## config.mk

```make
export PLATFORM = sky130hd
export DESIGN_NAME = websocket_frame_deframer
export DESIGN_NICKNAME = d
export VERILOG_FILES = /design/src/rtl/wsfd_pkg.sv /design/src/rtl/wsfd_in_stage.sv /design/src/rtl/wsfd_parser.sv /design/src/rtl/wsfd_out_stage.sv /design/src/rtl/websocket_frame_deframer.sv
export SDC_FILE = /design/constraint.sdc
export NUM_CORES = 1
export LEC_CHECK = 0
export BUFFER_PORTS_ARGS = -buffer_cell sky130_fd_sc_hd__buf_2
export CAP_MARGIN = 20
export CORE_ASPECT_RATIO = 0.75
export CORE_MARGIN = 2
export CORE_UTILIZATION = 35
export DETAILED_ROUTE_END_ITERATION = 10
export PLACE_DENSITY = 0.5
export SLEW_MARGIN = 20
export SYNTH_ARGS = -nofsm -noshare
export SYNTH_HDL_FRONTEND = slang
export SYNTH_HIERARCHICAL = 1
export SYNTH_SLANG_ARGS = --single-unit
```

## constraint.sdc

```tcl
create_clock -name i_clk -period 4.25 [get_ports i_clk]
set_input_delay 0.6375 -clock i_clk [delete_from_list [all_inputs] [get_ports i_clk]]
set_output_delay 0.6375 -clock i_clk [all_outputs]
set_load 0.03 [all_outputs]
```

## src/rtl/wsfd_pkg.sv

```systemverilog
// Shared types and constants of the WebSocket frame deframer.
package wsfd_pkg;

    localparam logic [15:0] MaxPayloadReset = 16'd8096;
    localparam logic [6:0]  LenCodeExt16    = 7'd126;
    localparam logic [6:0]  LenCodeExt64    = 7'd127;
    localparam logic [6:0]  CtrlLenMax      = 7'd125;
    localparam logic [3:0]  OpContinuation  = 4'h0;
    localparam logic [3:0]  OpText          = 4'h1;
    localparam logic [3:0]  OpBinary        = 4'h2;
    localparam logic [3:0]  OpClose         = 4'h8;

    typedef enum logic [2:0] {
        ST_OK           = 3'd0,
        ST_UNMASKED     = 3'd1,
        ST_CONTINUATION = 3'd2,
        ST_CTRL_FRAG    = 3'd3,
        ST_CTRL_LONG    = 3'd4,
        ST_RESERVED     = 3'd5,
        ST_BAD_SIZE     = 3'd6,
        ST_CLOSED       = 3'd7
    } t_status;

    typedef enum logic [8:0] {
        PH_HDR0    = 9'b0_0000_0001,
        PH_HDR1    = 9'b0_0000_0010,
        PH_LENHI   = 9'b0_0000_0100,
        PH_LENLO   = 9'b0_0000_1000,
        PH_KEY0    = 9'b0_0001_0000,
        PH_KEY1    = 9'b0_0010_0000,
        PH_KEY2    = 9'b0_0100_0000,
        PH_KEY3    = 9'b0_1000_0000,
        PH_PAYLOAD = 9'b1_0000_0000
    } t_phase;

    // One input request: a stream byte or a restart.
    typedef struct packed {
        logic       kind;
        logic [7:0] stream_byte;
    } t_item;

    // One result request.
    typedef struct packed {
        logic [7:0] payload_byte;
        logic       byte_valid;
        logic       is_text;
        logic       frame_last;
        t_status    status;
    } t_result;

endpackage

```

## src/rtl/wsfd_in_stage.sv

```systemverilog
// Input register stage of the WebSocket frame deframer.
module wsfd_in_stage (
    input  logic           i_clk,
    input  logic           i_rst_n,
    input  logic           i_in_valid,
    input  wsfd_pkg::t_item i_item,
    input  logic           i_advance,
    output logic           o_stall,
    output logic           o_valid,
    output wsfd_pkg::t_item o_item
);
    import wsfd_pkg::*;

    logic  r_valid;
    t_item r_item;

    // The held request leaves only when the result side can take its outcome.
    assign o_stall = r_valid && !i_advance;

    always_ff @(posedge i_clk) begin
        if (!i_rst_n) begin
            r_valid <= 1'b0;
        end else if (!o_stall) begin
            r_valid <= i_in_valid;
        end
    end

    always_ff @(posedge i_clk) begin
        if (!o_stall && i_in_valid) begin
            r_item <= i_item;
        end
    end

    assign o_valid = r_valid;
    assign o_item  = r_item;

endmodule

```

## src/rtl/wsfd_parser.sv

```systemverilog
// Frame header parser, unmasking and status generation for the deframer.
module wsfd_parser #(
    parameter int LENGTH_BITS = 16
) (
    input  logic              i_clk,
    input  logic              i_rst_n,
    input  logic              i_fire,
    input  wsfd_pkg::t_item   i_item,
    input  logic              i_cfg_we,
    input  logic [15:0]       i_cfg_data,
    output logic              o_has_result,
    output wsfd_pkg::t_result o_result
);
    import wsfd_pkg::*;

    localparam logic [15:0] LenLimit = 16'((32'd1 << LENGTH_BITS) - 32'd1);

    t_phase                 r_phase,    n_phase;
    logic [7:0]             r_hdr,      n_hdr;
    logic [7:0]             r_len_hi,   n_len_hi;
    logic [LENGTH_BITS-1:0] r_len,      n_len;
    logic [LENGTH_BITS-1:0] r_count,    n_count;
    logic [31:0]            r_key,      n_key;
    logic                   r_halted,   n_halted;
    logic [15:0]            r_max_payload;

    logic [7:0]  b;
    logic [3:0]  op;
    logic        is_data;
    logic [6:0]  len7;
    logic [15:0] len16;
    logic [7:0]  key_byte;
    logic        last;

    function automatic logic too_big(input logic [15:0] len, input logic [15:0] lim_cfg);
        too_big = (len > lim_cfg) || (len > LenLimit);
    endfunction

    always_comb begin
        b        = i_item.stream_byte;
        op       = r_hdr[3:0];
        is_data  = (op == OpText) || (op == OpBinary);
        len7     = b[6:0];
        len16    = {r_len_hi, b};
        unique case (r_count[1:0])
            2'd0:    key_byte = r_key[31:24];
            2'd1:    key_byte = r_key[23:16];
            2'd2:    key_byte = r_key[15:8];
            default: key_byte = r_key[7:0];
        endcase
        last     = (r_count + LENGTH_BITS'(1)) >= r_len;

        n_phase  = r_phase;
        n_hdr    = r_hdr;
        n_len_hi = r_len_hi;
        n_len    = r_len;
        n_count  = r_count;
        n_key    = r_key;
        n_halted = r_halted;
        o_has_result = 1'b0;
        o_result     = '0;

        if (i_item.kind) begin
            n_phase  = PH_HDR0;
            n_hdr    = '0;
            n_len_hi = '0;
            n_len    = '0;
            n_count  = '0;
            n_key    = '0;
            n_halted = 1'b0;
        end else if (!r_halted) begin
            unique case (r_phase)
                PH_HDR0: begin
                    n_hdr   = b;
                    n_len   = '0;
                    n_key   = '0;
                    n_count = '0;
                    n_phase = PH_HDR1;
                end
                PH_HDR1: begin
                    o_has_result = 1'b1;
                    n_halted     = 1'b1;
                    priority if (!b[7]) begin
                        o_result.status = ST_UNMASKED;
                    end else if (op == OpContinuation) begin
                        o_result.status = ST_CONTINUATION;
                    end else if (!is_data && !r_hdr[7]) begin
                        o_result.status = ST_CTRL_FRAG;
                    end else if (!is_data && len7 > CtrlLenMax) begin
                        o_result.status = ST_CTRL_LONG;
                    end else if (r_hdr[6:4] != 3'b000) begin
                        o_result.status = ST_RESERVED;
                    end else if (len7 == LenCodeExt64) begin
                        o_result.status = ST_BAD_SIZE;
                    end else if (len7 == LenCodeExt16) begin
                        o_has_result = 1'b0;
                        n_halted     = 1'b0;
                        n_phase      = PH_LENHI;
                    end else if (too_big({9'd0, len7}, r_max_payload)) begin
                        o_result.status = ST_BAD_SIZE;
                    end else begin
                        o_has_result = 1'b0;
                        n_halted     = 1'b0;
                        n_len        = LENGTH_BITS'(len7);
                        n_phase      = PH_KEY0;
                    end
                end
                PH_LENHI: begin
                    n_len_hi = b;
                    n_phase  = PH_LENLO;
                end
                PH_LENLO: begin
                    if (len16 < 16'd126 || too_big(len16, r_max_payload)) begin
                        o_has_result    = 1'b1;
                        o_result.status = ST_BAD_SIZE;
                        n_halted        = 1'b1;
                    end else begin
                        n_len   = LENGTH_BITS'(len16);
                        n_phase = PH_KEY0;
                    end
                end
                PH_KEY0: begin
                    n_key   = {r_key[23:0], b};
                    n_phase = PH_KEY1;
                end
                PH_KEY1: begin
                    n_key   = {r_key[23:0], b};
                    n_phase = PH_KEY2;
                end
                PH_KEY2: begin
                    n_key   = {r_key[23:0], b};
                    n_phase = PH_KEY3;
                end
                PH_KEY3: begin
                    // The last key byte decides between payload, an empty-frame marker
                    // and the end of an empty control frame.
                    n_key   = {r_key[23:0], b};
                    n_count = '0;
                    if (r_len != '0) begin
                        n_phase = PH_PAYLOAD;
                    end else if (is_data) begin
                        o_has_result        = 1'b1;
                        o_result.is_text    = (op == OpText);
                        o_result.frame_last = 1'b1;
                        n_phase             = PH_HDR0;
                    end else begin
                        n_phase = PH_HDR0;
                        if (op == OpClose) begin
                            o_has_result    = 1'b1;
                            o_result.status = ST_CLOSED;
                            n_halted        = 1'b1;
                        end
                    end
                end
                PH_PAYLOAD: begin
                    n_count = r_count + LENGTH_BITS'(1);
                    if (is_data) begin
                        o_has_result        = 1'b1;
                        o_result.payload_byte = b ^ key_byte;
                        o_result.byte_valid = 1'b1;
                        o_result.is_text    = (op == OpText);
                        o_result.frame_last = last;
                        if (last) begin
                            n_phase = PH_HDR0;
                        end
                    end else if (last) begin
                        n_phase = PH_HDR0;
                        if (op == OpClose) begin
                            o_has_result    = 1'b1;
                            o_result.status = ST_CLOSED;
                            n_halted        = 1'b1;
                        end
                    end
                end
                default: begin
                    n_phase = PH_HDR0;
                end
            endcase
        end
    end

    always_ff @(posedge i_clk) begin
        if (!i_rst_n) begin
            r_phase       <= PH_HDR0;
            r_hdr         <= '0;
            r_len_hi      <= '0;
            r_len         <= '0;
            r_count       <= '0;
            r_key         <= '0;
            r_halted      <= 1'b0;
            r_max_payload <= MaxPayloadReset;
        end else begin
            if (i_fire) begin
                r_phase    <= n_phase;
                r_hdr      <= n_hdr;
                r_len_hi   <= n_len_hi;
                r_len      <= n_len;
                r_count    <= n_count;
                r_key      <= n_key;
                r_halted   <= n_halted;
            end
            if (i_cfg_we) begin
                r_max_payload <= i_cfg_data;
            end
        end
    end

endmodule

```

## src/rtl/wsfd_out_stage.sv

```systemverilog
// Result register stage of the WebSocket frame deframer.
module wsfd_out_stage (
    input  logic              i_clk,
    input  logic              i_rst_n,
    input  logic              i_fire,
    input  logic              i_has_result,
    input  wsfd_pkg::t_result i_result,
    input  logic              i_out_stall,
    output logic              o_advance,
    output logic              o_valid,
    output wsfd_pkg::t_result o_result
);
    import wsfd_pkg::*;

    logic    r_valid;
    t_result r_result;

    // The register can be loaded when it is empty or being drained.
    assign o_advance = !r_valid || !i_out_stall;

    always_ff @(posedge i_clk) begin
        if (!i_rst_n) begin
            r_valid <= 1'b0;
        end else if (o_advance) begin
            r_valid <= i_fire && i_has_result;
        end
    end

    always_ff @(posedge i_clk) begin
        if (o_advance && i_fire && i_has_result) begin
            r_result <= i_result;
        end
    end

    assign o_valid  = r_valid;
    assign o_result = r_result;

endmodule

```

## src/rtl/websocket_frame_deframer.sv

```systemverilog
// Top level of the WebSocket client-to-server frame deframer.
//
// Usage: the input channel (i_in_valid / o_in_stall) carries one request per
// byte of the connection stream, or a restart request (i_kind = 1) that
// clears all parsing state for a new connection. The output channel
// (o_out_valid / i_out_stall) carries at most one result request per input:
// an unmasked payload byte of a text or binary frame, the marker of an empty
// data frame, a close status, or an error status. Ping, pong and other
// control payloads give no result.
// The configuration channel (i_cfg_valid / o_cfg_ready) writes max_payload;
// it is always ready and should be written only while the block is idle.
// An accepted byte waits in the input register until the result register can
// take its outcome, and its result is then offered from there. Throughput:
// one byte per cycle while the receiver does not stall, set by the single
// pass of header decode or one XOR between the two registers. Reset
// (synchronous, active low) empties both registers, returns the parser to the
// first header byte and sets max_payload to 8096. When the receiver stalls,
// the result register holds; one more byte may still be accepted into the
// input register, after which o_in_stall rises until the result is taken. After
// an error or a close, bytes are accepted and dropped until a restart arrives.
module websocket_frame_deframer #(
    parameter int LENGTH_BITS = 16
) (
    input  logic        i_clk,
    input  logic        i_rst_n,
    input  logic        i_in_valid,
    output logic        o_in_stall,
    input  logic        i_kind,
    input  logic [7:0]  i_stream_byte,
    output logic        o_out_valid,
    input  logic        i_out_stall,
    output logic [7:0]  o_payload_byte,
    output logic        o_byte_valid,
    output logic        o_is_text,
    output logic        o_frame_last,
    output logic [2:0]  o_status,
    input  logic        i_cfg_valid,
    output logic        o_cfg_ready,
    input  logic [15:0] i_cfg_max_payload
);
    import wsfd_pkg::*;

    t_item   in_item;
    t_item   held_item;
    logic    held_valid;
    logic    advance;
    logic    fire;
    logic    has_result;
    t_result result;
    t_result out_result;

    assign in_item.kind        = i_kind;
    assign in_item.stream_byte = i_stream_byte;

    // A held request is processed when the result register can take it.
    assign fire        = held_valid && advance;
    assign o_cfg_ready = 1'b1;

    wsfd_in_stage u_in_stage (
        .i_clk     (i_clk),
        .i_rst_n   (i_rst_n),
        .i_in_valid(i_in_valid),
        .i_item    (in_item),
        .i_advance (advance),
        .o_stall   (o_in_stall),
        .o_valid   (held_valid),
        .o_item    (held_item)
    );

    wsfd_parser #(
        .LENGTH_BITS(LENGTH_BITS)
    ) u_parser (
        .i_clk       (i_clk),
        .i_rst_n     (i_rst_n),
        .i_fire      (fire),
        .i_item      (held_item),
        .i_cfg_we    (i_cfg_valid),
        .i_cfg_data  (i_cfg_max_payload),
        .o_has_result(has_result),
        .o_result    (result)
    );

    wsfd_out_stage u_out_stage (
        .i_clk       (i_clk),
        .i_rst_n     (i_rst_n),
        .i_fire      (fire),
        .i_has_result(has_result),
        .i_result    (result),
        .i_out_stall (i_out_stall),
        .o_advance   (advance),
        .o_valid     (o_out_valid),
        .o_result    (out_result)
    );

    assign o_payload_byte = out_result.payload_byte;
    assign o_byte_valid   = out_result.byte_valid;
    assign o_is_text      = out_result.is_text;
    assign o_frame_last   = out_result.frame_last;
    assign o_status       = out_result.status;

endmodule

```

---- Word level (Yosys, flattened, before mapping) ----
Index checks and enable logic that the tools add are counted.
Widths: inputs -> output; s select.
cells by class
  add/subtract/negate cells ............... 1
  magnitude comparators ................... 6
  equal/unequal tests ..................... 28
  mux-type cells .......................... 80
  bitwise gates (word level) .............. 3
  reductions and logical operators ........ 38
operators with widths
  cell                   number
  $mux 16                13
  $mux 9                 13
  $pmux 9 s9             1
  $mux 32                2
  $pmux 32 s2            1
  $mux 8                 6
  $pmux 16 s3            1
  $mux 3                 14
  $pmux 16 s2            1
  $ne 3x3->1 const B     9
  $pmux 8 s3             1
  $mux 1                 21
  $add 16x1->16 const B  1
  $ge 16x16->1           1
  $gt 16x16->1           1
  $gt 16x16->1 const B   1
  $gt 7x16->1            1
  $lt 16x7->1 const B    1
  $reduce_bool 16->1     1
  $eq 7x7->1 const B     2
  $pmux 3 s4             1
  $reduce_and 12->1      1
  $reduce_and 3->1       4
  $reduce_and 11->1      1
  35 further kinds       57
storage, ports and cells
  flip-flop bits (word level) ............. 131
  bits of input ports ..................... 30
  output and inout bits ................... 17
  logic and storage cells ................. 173

---- Logic depth before layout (Yosys ltp) ----
Gate-level depths: netlist (run 1).
  depth in word-level cells ............... 13
  gate-level depth with buffers ........... 17
  mapped depth without buffers ............ 16

---- Cells and area by module ----
Netlist (run 1), hierarchy kept.
modules (own cells, without submodules)
  module                    instances  cells an instance  area an instance (um^2)  seq. area each (um^2)
  wsfd_parser               1          778                6222.2                   2122.0
  wsfd_out_stage            1          19                 466.7                    440.4
  wsfd_in_stage             1          13                 317.8                    290.3
  websocket_frame_deframer  1          3                  17.5                     0.0

---- Worst setup path before layout (run 1) ----
No wires, ideal clock.
  path type ............................... register to register
  start ................................... reg u_parser.r_count[0]
  end ..................................... reg u_out_stage.r_result, in the netlist u_out_stage/o_result[0], enable pin
  library setup time ...................... 390 ps
  arrival time ............................ 3707 ps
  data required time ...................... 3860 ps
  slack ................................... 153 ps
  cell stages (with the launch flop) ...... 17
  buffers on the path ..................... 1
  path through ............................ dfxtp_1 -> nand2_1 -> or4b_1 -> or2_2 -> clkbuf_1 -> nor2_1 -> xor2_1 -> ha_1 -> and4_1 -> nand2_1 -> a21oi_1 -> a21oi_1 -> o21ai_0 -> a211oi_1 -> nor2_1 -> nand2_1 -> a21oi_1
between the ends
  cells in the longest elaborated chain, start to end .. 8
RTL lines
  what                    RTL line                        source
  start, declared         wsfd_parser.sv:22               logic [LENGTH_BITS-1:0] r_count, n_count;
  start signal, assigned  wsfd_parser.sv:198              r_count <= n_count;
  $add 16x1->16           wsfd_parser.sv:51               last = (r_count + LENGTH_BITS'(1)) >= r_len;
  $ge 16x16->1            wsfd_parser.sv:51
  $mux 1                  wsfd_parser.sv:166              end else if (last) begin
  $mux 1                  wsfd_parser.sv:157              if (is_data) begin
  $pmux 1 s4              wsfd_parser.sv:72               unique case (r_phase)
  $mux 1                  wsfd_parser.sv:71               end else if (!r_halted) begin
  $mux 1                  wsfd_parser.sv:63               if (i_item.kind) begin
  via has_result          websocket_frame_deframer.sv:48  logic has_result;
  $logic_and 1x1->1       wsfd_out_stage.sv:30            if (o_advance && i_fire && i_has_result) begin
  end signal, assigned    wsfd_out_stage.sv:31            r_result <= i_result;
  end, declared           wsfd_out_stage.sv:16            t_result r_result;
The timed path passes the listed nets, and every way through them passes these cells.
A chain may end at the register's enable or synchronous reset.

---- Final worst setup path (run 1) ----
  start ................................... reg u_parser.r_count[3]
  end ..................................... reg u_parser.r_phase[0]
between the ends
  cells in the longest elaborated chain, start to end .. 4
RTL lines
  what                         RTL line            source
  $add 16x1->16                wsfd_parser.sv:51
  $ge 16x16->1                 wsfd_parser.sv:51
  $ne 3x2->1 (no line)         --
  $reduce_and 11->1 (no line)  --
  end signal, assigned         wsfd_parser.sv:194  r_phase <= n_phase;
  end, declared                wsfd_parser.sv:18   t_phase r_phase, n_phase;
Every way passes these cells.

==> results.ini, run 1 <==
[yosys]
synth_top_family_by_area=simple AND/OR/NAND/NOR gates
yosysUniqueCellTypes=73
avgSynthCellArea_um2=8.64
synthArstFlopShare_pct=0
synth_warnings=6
synth_fp_nets=880
synth_edf_count=23
postSynthCellCount=813
post-synth-top-count-cell=dfxtp_1
netlist_area_um2=7020
synthAdderAreaFrac_pct=6.73
yosys.area_share.simple_pct=22.4
synthMuxAreaShare_pct=5.56
synth_top_area_cell=dfxtp_1
synth_compound_area_share_pct=15.8
synth_common_cells=dfxtp_1, nand2_1, nor2_1
ys_seq_area_share_pct=40.6
netlist.area_leader.share_pct=30.8
ys.flop_type=dfxtp_1
ys_ff_latch=131
synth.area.top_cells=dfxtp_1, edfxtp_1, ha_1, nand2_1, mux2i_1
synth_xor_area_share_pct=3.49

[final_layout]
antenna_cells=0
layout.cells.non_filler=1137
final_layout_size_suffix_gt1_share_pct=16.0
area_delta_synth_final_pct=18.1
final_nets=938

[global_route]
grt_pass1_vias=5654
antenna_found_initial=0
globalRouteOverflowTotal=0
grt_first_pass_wirelength_um=31000
grt_use_total_pct=18.7
grt_max_degree=43

[power]
ir_drop_mv=0.243
p_leak_uw=0.00317
power-per-cell-area_nw_per_um2=362

[run_status]
outcome=complete, no violations

[clock_tree]
clkTransAtPathRegs_ns=0.07
clock-sinks=131
holdBufCountCts=0
cts_tree=done
cts_buffers=17
htreeDepth=4
cts.path.max_buffers=2
cts_root_buffer=clkbuf_16
clock_latency_ns=0.43

[sta]
tightest_slew_ns=0.823
finalClockSkew_ns=0.0132
fmax_mhz=252
slew_viol_final=0
setup_viol=0
rsz0062_at_grt=false
slew-limit-headroom_pct=45.1
hold_viol=0
fin_ws_ns=0.278
tns_ns=0
fin_crit_ns=3.97
fin_crit_sh_pct=93.5

[setup_path]
cp.required_ns=4.52
crit_chain=nand3_1, or4b_1, or2_2, nor2_1, xor2_1, ha_1, and4_1, nand2_1, a21oi_1, buf_4, a211o_1, o311a_1, and2_1, a41oi_1
slowest_delay_ns=0.55
worst-path-max-fanout=9
cp_slowest_cell=or4b_1
crit_arrival_ns=4.25
crit_buf_inv=1
critPathTopFamily=simple AND/OR/NAND/NOR gates
end_kind=flop
worstSetupStartpointType=flop
crit_type=flop to flop

[floorplan]
die_h_um=127
row_count=44
coreArea_um2=19500
die_w_um=168
ioPinCount=47
dieArea_um2=21200
initial_utilization_pct=36.0

[place]
dp_slack_ns=0.0626
post-dp-hpwl_um=14200
place_congestion=0.852
io_buffers=45
place_inst=1104

[drt]
wl_um=19500
viasPerCell=5.30
first_pass_iters=8
ant_nets=0
drtIter0Drc=523
vias=6024
route.detailed.drc=0
wire_per_inst_um=17.1

[min_path]
hold_class=primary input to flop

[run]
maxCapViolCount=0

## flip-flops by register name, summed over array words and instances (netlist names), 8 cells and up
signal	flops
u_parser/r_max_payload	16
u_parser/r_hdr	8
u_out_stage/o_result	14
u_in_stage/o_item	9
u_parser/r_count	16
u_parser/r_phase	9
u_parser/r_len	16
u_parser/r_key	32
u_parser/r_len_hi	8
## placed cells by master (no fill, tap or decap), types with 7 or more instances in the layout
cell type	synthesis	final
nor2b_1	8	8
edfxtp_1	23	23
xnor2_1	19	19
and3_1	7	7
a31oi_1	7	7
nor4_1	11	10
o21ai_0	23	23
mux2i_1	39	39
buf_2	8	45
buf_4	2	40
ha_1	37	37
a22o_1	10	10
nor3_1	12	12
dfxtp_1	108	108
a222oi_1	8	8
nor2_1	71	71
xor2_1	9	9
o211ai_1	11	11
nand4_1	12	12
nand3_1	42	42
a21oi_1	63	61
nand2b_1	7	7
nand2_1	105	105
clkbuf_16	0	18
inv_1	44	44
inv_6	0	7
## timing repair
action | CTS | global route
setup endpoints to repair | 0 | 15
gates resized for setup | 0 | 3
buffers inserted | 0 | 1
## final cells by class
cell class	instances	area, um2
multi-input cells	590	3830
clock inverters	13	131
fillers	1954	11200
clock buffers	19	454
repair buffers	86	546
well taps	253	317
flip-flops and latches	131	2850
inverters	45	169
## routing by layer
layer / GRT usage (%) / share of wire [%] / vias up
met5: 0 / 0 / -
met4: 5.37 / 1.1 / 0
met3: 4.65 / 6.0 / 19
met2: 23.5 / 37 / 144
met1: 30.4 / 56 / 2854
li1: - / - / 3007
## worst paths after layout
path / from / endpoint / slack (ns) / cells past startpoint
worst max-delay path: u_parser/r_count[3] / u_parser/r_phase[0] / 0.28 / 14
worst min-delay path: i_stream_byte[5] / u_in_stage/o_item[5] / 0.38 / 1
worst max register to register: u_parser/r_count[3] / u_parser/r_phase[0] / 0.28 / 14
worst min register to register: u_parser/r_key[25] / u_parser/r_key[25] / 0.46 / 2
## power by group
part	switching [uW]	leakage, uW	internal (uW)	total (uW)
registers	18.4	0.00106	1280	1300
logic	139	0.00183	83.6	223
clock network	622	0.000280	857	1480
## metrics by stage
step / utilization [%] / area [um2] / hold WS [ns] / total power (uW)
detailed placement: 39.4 / 7670 / 0.452 / 1550
global route: 42.6 / 8300 / 0.365 / 3120
finish: 42.6 / 8300 / 0.379 / 3000
floorplan: - / 7020 / 0.431 / 1480
CTS: 42.4 / 8260 / 0.359 / 3040
global placement: 39.3 / 7660 / 0.443 / 1550
## cells by family after synthesis
| logic type | Yosys count |
|---|---|
| AOI/OAI and AO/OA | 165 |
| xor gates and xnor gates | 28 |
| adders and majority gates | 38 |
| buffers and inverters | 92 |
| DFF | 131 |
| muxes | 39 |
| other | 1 |
| and+or+nand+nor | 319 |
(Power assumes the default switching activity.)
==> inputs of run 2 (changes only) <==
--- a/config.mk
+++ b/config.mk
@@ -5,6 +5,7 @@
 export SDC_FILE = /design/constraint.sdc
 export NUM_CORES = 1
 export LEC_CHECK = 0
+export ABC_AREA = 1
 export BUFFER_PORTS_ARGS = -buffer_cell sky130_fd_sc_hd__buf_2
 export CAP_MARGIN = 20
 export CORE_ASPECT_RATIO = 0.75
==> run 2 against run 1 <==
- sequential share of layout area is 0.70 points higher
- clock power decreased by 7%
- critical path depth increased by 6
- synthesized area rose by 2.0%
- sequential cell count stayed put
- clock skew up 0.0041 ns
- design area fell by 2.0%
- final cell count grew 12%
==> results.ini, run 2 <==
[run_status]
outcome=complete, no violations

[drt]
first_pass_iters=5
route.detailed.drc=0
wire_per_inst_um=15.1
drtIter0Drc=430
vias=6213
ant_nets=0
viasPerCell=4.86
wl_um=19300

[floorplan]
initial_utilization_pct=35.5
row_count=45
die_h_um=128
ioPinCount=47
dieArea_um2=21600
coreArea_um2=20200
die_w_um=169

[sta]
fin_ws_ns=0.578
slew-limit-headroom_pct=32.9
fmax_mhz=272
rsz0062_at_grt=false
fin_crit_sh_pct=86.4
setup_viol=0
finalClockSkew_ns=0.0172
slew_viol_final=0
hold_viol=0
fin_crit_ns=3.67
tightest_slew_ns=1.00
tns_ns=0

[power]
p_leak_uw=0.00350
ir_drop_mv=0.266
power-per-cell-area_nw_per_um2=405

[yosys]
ys_ff_latch=131
synth.area.top_cells=dfxtp_1, edfxtp_1, nand2_1, nor2_1, ha_1
yosys.area_share.simple_pct=25.3
synth_compound_area_share_pct=15.9
ys.flop_type=dfxtp_1
synth_warnings=6
synth_xor_area_share_pct=2.69
synth_edf_count=23
ys_seq_area_share_pct=39.8
synthMuxAreaShare_pct=0
synth_top_family_by_area=simple AND/OR/NAND/NOR gates
postSynthCellCount=971
synth_common_cells=nand2_1, nor2_1, inv_1
avgSynthCellArea_um2=7.38
synth_top_area_cell=dfxtp_1
synthAdderAreaFrac_pct=6.46
netlist_area_um2=7160
synth_fp_nets=1038
post-synth-top-count-cell=nand2_1
synthArstFlopShare_pct=0
yosysUniqueCellTypes=49
netlist.area_leader.share_pct=30.2

[setup_path]
cp_slowest_cell=dfxtp_1
end_kind=flop
worstSetupStartpointType=flop
worst-path-max-fanout=14
reg2reg_depth=20
crit_arrival_ns=3.77
crit_buf_inv=2
cp_common_cell=nand3_1
cp.required_ns=4.35
critPathTopFamily=simple AND/OR/NAND/NOR gates
crit_type=flop to flop
slowest_delay_ns=0.44
crit_chain=ha_1, nand3_1, nor3_2, nand3_1, nor3_2, nand3_1, xor2_1, inv_2, ha_1, nand4_1, nor3_1, nand3_1, nand3_1, nand3_1, o21ai_0, nor2_1, nor2_1, nand2_1, a21oi_1, buf_4
worstSetupPathDepth=20

[clock_tree]
cts_root_buffer=clkbuf_16
clock_latency_ns=0.43
clock-sinks=131
htreeDepth=4
cts_buffers=17
holdBufCountCts=0
clkTransAtPathRegs_ns=0.07
cts_tree=done
postCtsSetupBuffers=0
cts.path.max_buffers=2
cts_resized=0

[global_route]
grt_use_total_pct=18.5
grt_pass1_vias=5680
globalRouteOverflowTotal=0
antenna_found_initial=0
grt_max_degree=70
grt_first_pass_wirelength_um=30900

[min_path]
hold_class=primary input to flop
whs_path_depth=1

[final_layout]
largest_reg_flops=32
regArea_um2=2850
final_nets=1075
area_delta_synth_final_pct=13.5
fillCellCount=2165
final_layout_size_suffix_gt1_share_pct=14.1
final_cell_mix=nand2_1, nor2_1, inv_1
multi_input_area_um2=3610
antenna_cells=0
final_common_cell=nand2_1
regMostFlops=u_parser/r_key

[run]
maxCapViolCount=0

[place]
post-dp-hpwl_um=14100
io_buffers=45
place_congestion=0.911
dp_slack_ns=0.597

run 2: logic make-up after synthesis:
logic type | after synthesis
buffers and inverters | 169
adder cells (fa/ha/maj) | 37
AO/OA/AOI/OAI | 213
XOR/XNOR | 22
AND/OR/NAND/NOR | 398
flip-flops | 131
other | 1
run 2: per-stage QoR:
step / hold slack [ns] / total power [uW] / util [%] / area (um2) / instances
2_1_floorplan: 0.437 / 1810 / - / 7160 / 971
3_3_place_gp: 0.454 / 1930 / 37.6 / 7580 / 1247
3_5_place_dp: 0.462 / 1930 / 37.6 / 7580 / 1247
4_1_cts: 0.359 / 3320 / 40.3 / 8130 / 1279
5_1_grt: 0.359 / 3460 / 40.3 / 8130 / 1279
6_report: 0.380 / 3290 / 40.3 / 8130 / 1279
run 2: power by group:
group | leakage [uW] | switching [uW] | internal [uW]
registers | 0.00108 | 61.2 | 1350
logic | 0.00214 | 333 | 169
clock network | 0.000279 | 595 | 785
total | 0.00350 | 989 | 2300
run 2: final cells by class:
class                   instances  share of cell area (%)
well taps                     258                    3.97
inverters                     134                    6.28
clock inverters                13                    1.19
clock buffers                  19                    5.57
flip-flops and latches        131                    35.1
repair buffers                 53                    3.51
multi-input cells             671                    44.4
run 2: final timing paths:
| check | start | end | slack (ns) |
|---|---|---|---|
| setup reg to reg | u_parser/r_count[0] | u_out_stage/o_result[4] | 0.58 |
| hold reg to reg | u_parser/r_max_payload[3] | u_parser/r_max_payload[3] | 0.46 |
| hold / removal | i_stream_byte[3] | u_in_stage/o_item[3] | 0.38 |
| setup / recovery | u_parser/r_count[0] | u_out_stage/o_result[4] | 0.58 |
run 2: per-layer routing:
metal	global-route usage [%]	part of all wire [%]	wire length, um
met1	28.6	55	10700
met2	25.3	39	7610
met3	4.41	4.7	914
met4	4.88	0.81	157
met5	0	0	0
==> inputs of run 3 (changes only) <==
==> constraint.sdc (replaced) <==
create_clock -name i_clk -period 4.25 [get_ports i_clk]
set_input_delay 0.85 -clock i_clk [delete_from_list [all_inputs] [get_ports i_clk]]
set_output_delay 0.85 -clock i_clk [all_outputs]
set_load 0.03 [all_outputs]
==> run 3 against run 2 <==
- first-iteration DRC count grew 21%
- via count shrank 0.56%
- design area grew 0.92%
- non-clock buffer count grew 2
- combinational power is essentially flat
- sequential power is essentially flat
- power grew 4.0%
- clock skew shrank 0.0065 ns
- final cell count grew 0.16%
- clock power grew 9%
- worst hold slack gained 0.083 ns
- critical path type unchanged
- critical endpoint is now u_out_stage/o_result[7]
==> results.ini, run 3 (synthesized netlist as in run 2, its figures left out) <==
[floorplan]
dieArea_um2=21600
row_count=45
initial_utilization_pct=35.5
ioPinCount=47
die_h_um=128
coreArea_um2=20200
die_w_um=169

[run]
maxCapViolCount=0

[drt]
top_layer=met4
vias=6178
ant_nets=0
route.detailed.drc=0
drtIter0Drc=520
wl_um=19100
viasPerCell=4.82
first_pass_iters=5
wl_met1_um=10600
wl_met2_um=7330
wire_per_inst_um=14.9
routed-wl-met3_um=910

[place]
post-dp-hpwl_um=14000
place_congestion=0.895
dp_slack_ns=0.571
placed_area_um2=7590
io_buffers=45

[sta]
slew_viol_final=0
setup_viol=0
fin_ws_ns=0.526
rsz0062_at_grt=false
fmax_mhz=268
fin_crit_sh_pct=87.6
tightest_slew_ns=1.11
fin_crit_ns=3.72
finalClockSkew_ns=0.0107
tns_ns=0
slew-limit-headroom_pct=26.0
hold_viol=0

[setup_path]
cp_common_cell=nand3_1
critPathTopFamily=simple AND/OR/NAND/NOR gates
slowest_delay_ns=0.43
worst-path-max-fanout=9
crit_chain=ha_1, nand3_1, nor3_2, nand3_1, nor3_2, nand3_1, xor2_1, inv_2, ha_1, nand4_1, nor3_1, nand3_1, nand3_1, nand3_1, o21ai_0, nor2_1, nor2_1, nand2_1, a21oi_1, buf_4
cp.required_ns=4.38
crit_buf_inv=2
cp_slowest_cell=dfxtp_1
end_kind=flop
worstSetupStartpointType=flop
crit_type=flop to flop
crit_arrival_ns=3.85

[global_route]
grt_pass1_vias=5701
antenna_found_initial=0
grt_max_degree=66
globalRouteOverflowTotal=0
grt_use_total_pct=18.6
grt_first_pass_wirelength_um=31100

[min_path]
hold_class=flop to flop

[final_layout]
largest_reg_flops=32
final_nets=1077
regMostFlops=u_parser/r_key
antenna_cells=0
area_delta_synth_final_pct=14.5
final_layout_size_suffix_gt1_share_pct=14.3
final_cell_mix=nand2_1, nor2_1, inv_1
final_common_cell=nand2_1
design_area_um2=8200

[clock_tree]
cts_tree=done
holdBufCountCts=0
cts_resized=0
htreeDepth=4
clock-sinks=131
cts_buffers=17
cts_root_buffer=clkbuf_16
clkTransAtPathRegs_ns=0.06
cts.path.max_buffers=2
postCtsSetupBuffers=0
clock_latency_ns=0.43

[power]
power-per-cell-area_nw_per_um2=417
ir_drop_mv=0.241
p_leak_uw=0.00353

[run_status]
outcome=complete, no violations

-- run 3: cell types whose count changed in the layout (fill, tap and decap cells not counted), sizes merged --
cell and delta:
buf +2, bufinv +1, clkbuf -1, inv +1, clkinvlp -1
-- run 3: cell type report --
| class | instances | area [um2] |
|---|---|---|
| clock inverters | 14 | 159 |
| fillers | 2129 | 12000 |
| multi-input cells | 671 | 3610 |
| inverters | 134 | 510 |
| clock buffers | 18 | 450 |
| flip-flops and latches | 131 | 2850 |
| repair buffers | 55 | 300 |
| well taps | 258 | 323 |
-- run 3: worst reg2reg max path, cell delays in order, from the launching register on --
cell and delay (ns):
dfxtp_1 0.43, ha_1 0.22, nand3_1 0.13, nor3_2 0.21
nand3_1 0.18, nor3_2 0.19, nand3_1 0.11, xor2_1 0.18
inv_2 0.05, ha_1 0.28, nand4_1 0.07, nor3_1 0.19
nand3_1 0.10, nand3_1 0.19, nand3_1 0.11, o21ai_0 0.09
nor2_1 0.05, nor2_1 0.08, nand2_1 0.09, a21oi_1 0.21
buf_4 0.25
-- run 3: final timing paths --
path | start | slack, ns | to | cells past startpoint
max | u_parser/r_count[0] | 0.53 | u_out_stage/o_result[7] | 20
min | u_parser/r_max_payload[4] | 0.46 | u_parser/r_max_payload[4] | 2
max reg2reg | u_parser/r_count[0] | 0.53 | u_out_stage/o_result[7] | 20
min reg2reg | u_parser/r_max_payload[4] | 0.46 | u_parser/r_max_payload[4] | 2
-- run 3: routing by layer --
layer  track usage, %  vias up
li1                 -     3264
met1             28.5     2762
met2             25.7      137
met3             4.38       15
met4             5.13        0
met5                0        -
-- run 3: report_power, final --
part	internal, uW	switching [uW]
registers	1350	59.9
clock network	870	642
logic	169	333
total	2380	1030
-- run 3: stage by stage --
| stage | power (uW) | utilization, % | cells | hold WS (ns) |
|---|---|---|---|---|
| 4_1_cts | 3470 | 40.7 | 1281 | 0.468 |
| 2_1_floorplan | 1810 | - | 971 | 0.437 |
| 3_5_place_dp | 1930 | 37.7 | 1249 | 0.459 |
| 3_3_place_gp | 1930 | 37.7 | 1249 | 0.453 |
| 6_report | 3420 | 40.7 | 1281 | 0.463 |
| 5_1_grt | 3610 | 40.7 | 1281 | 0.491 |
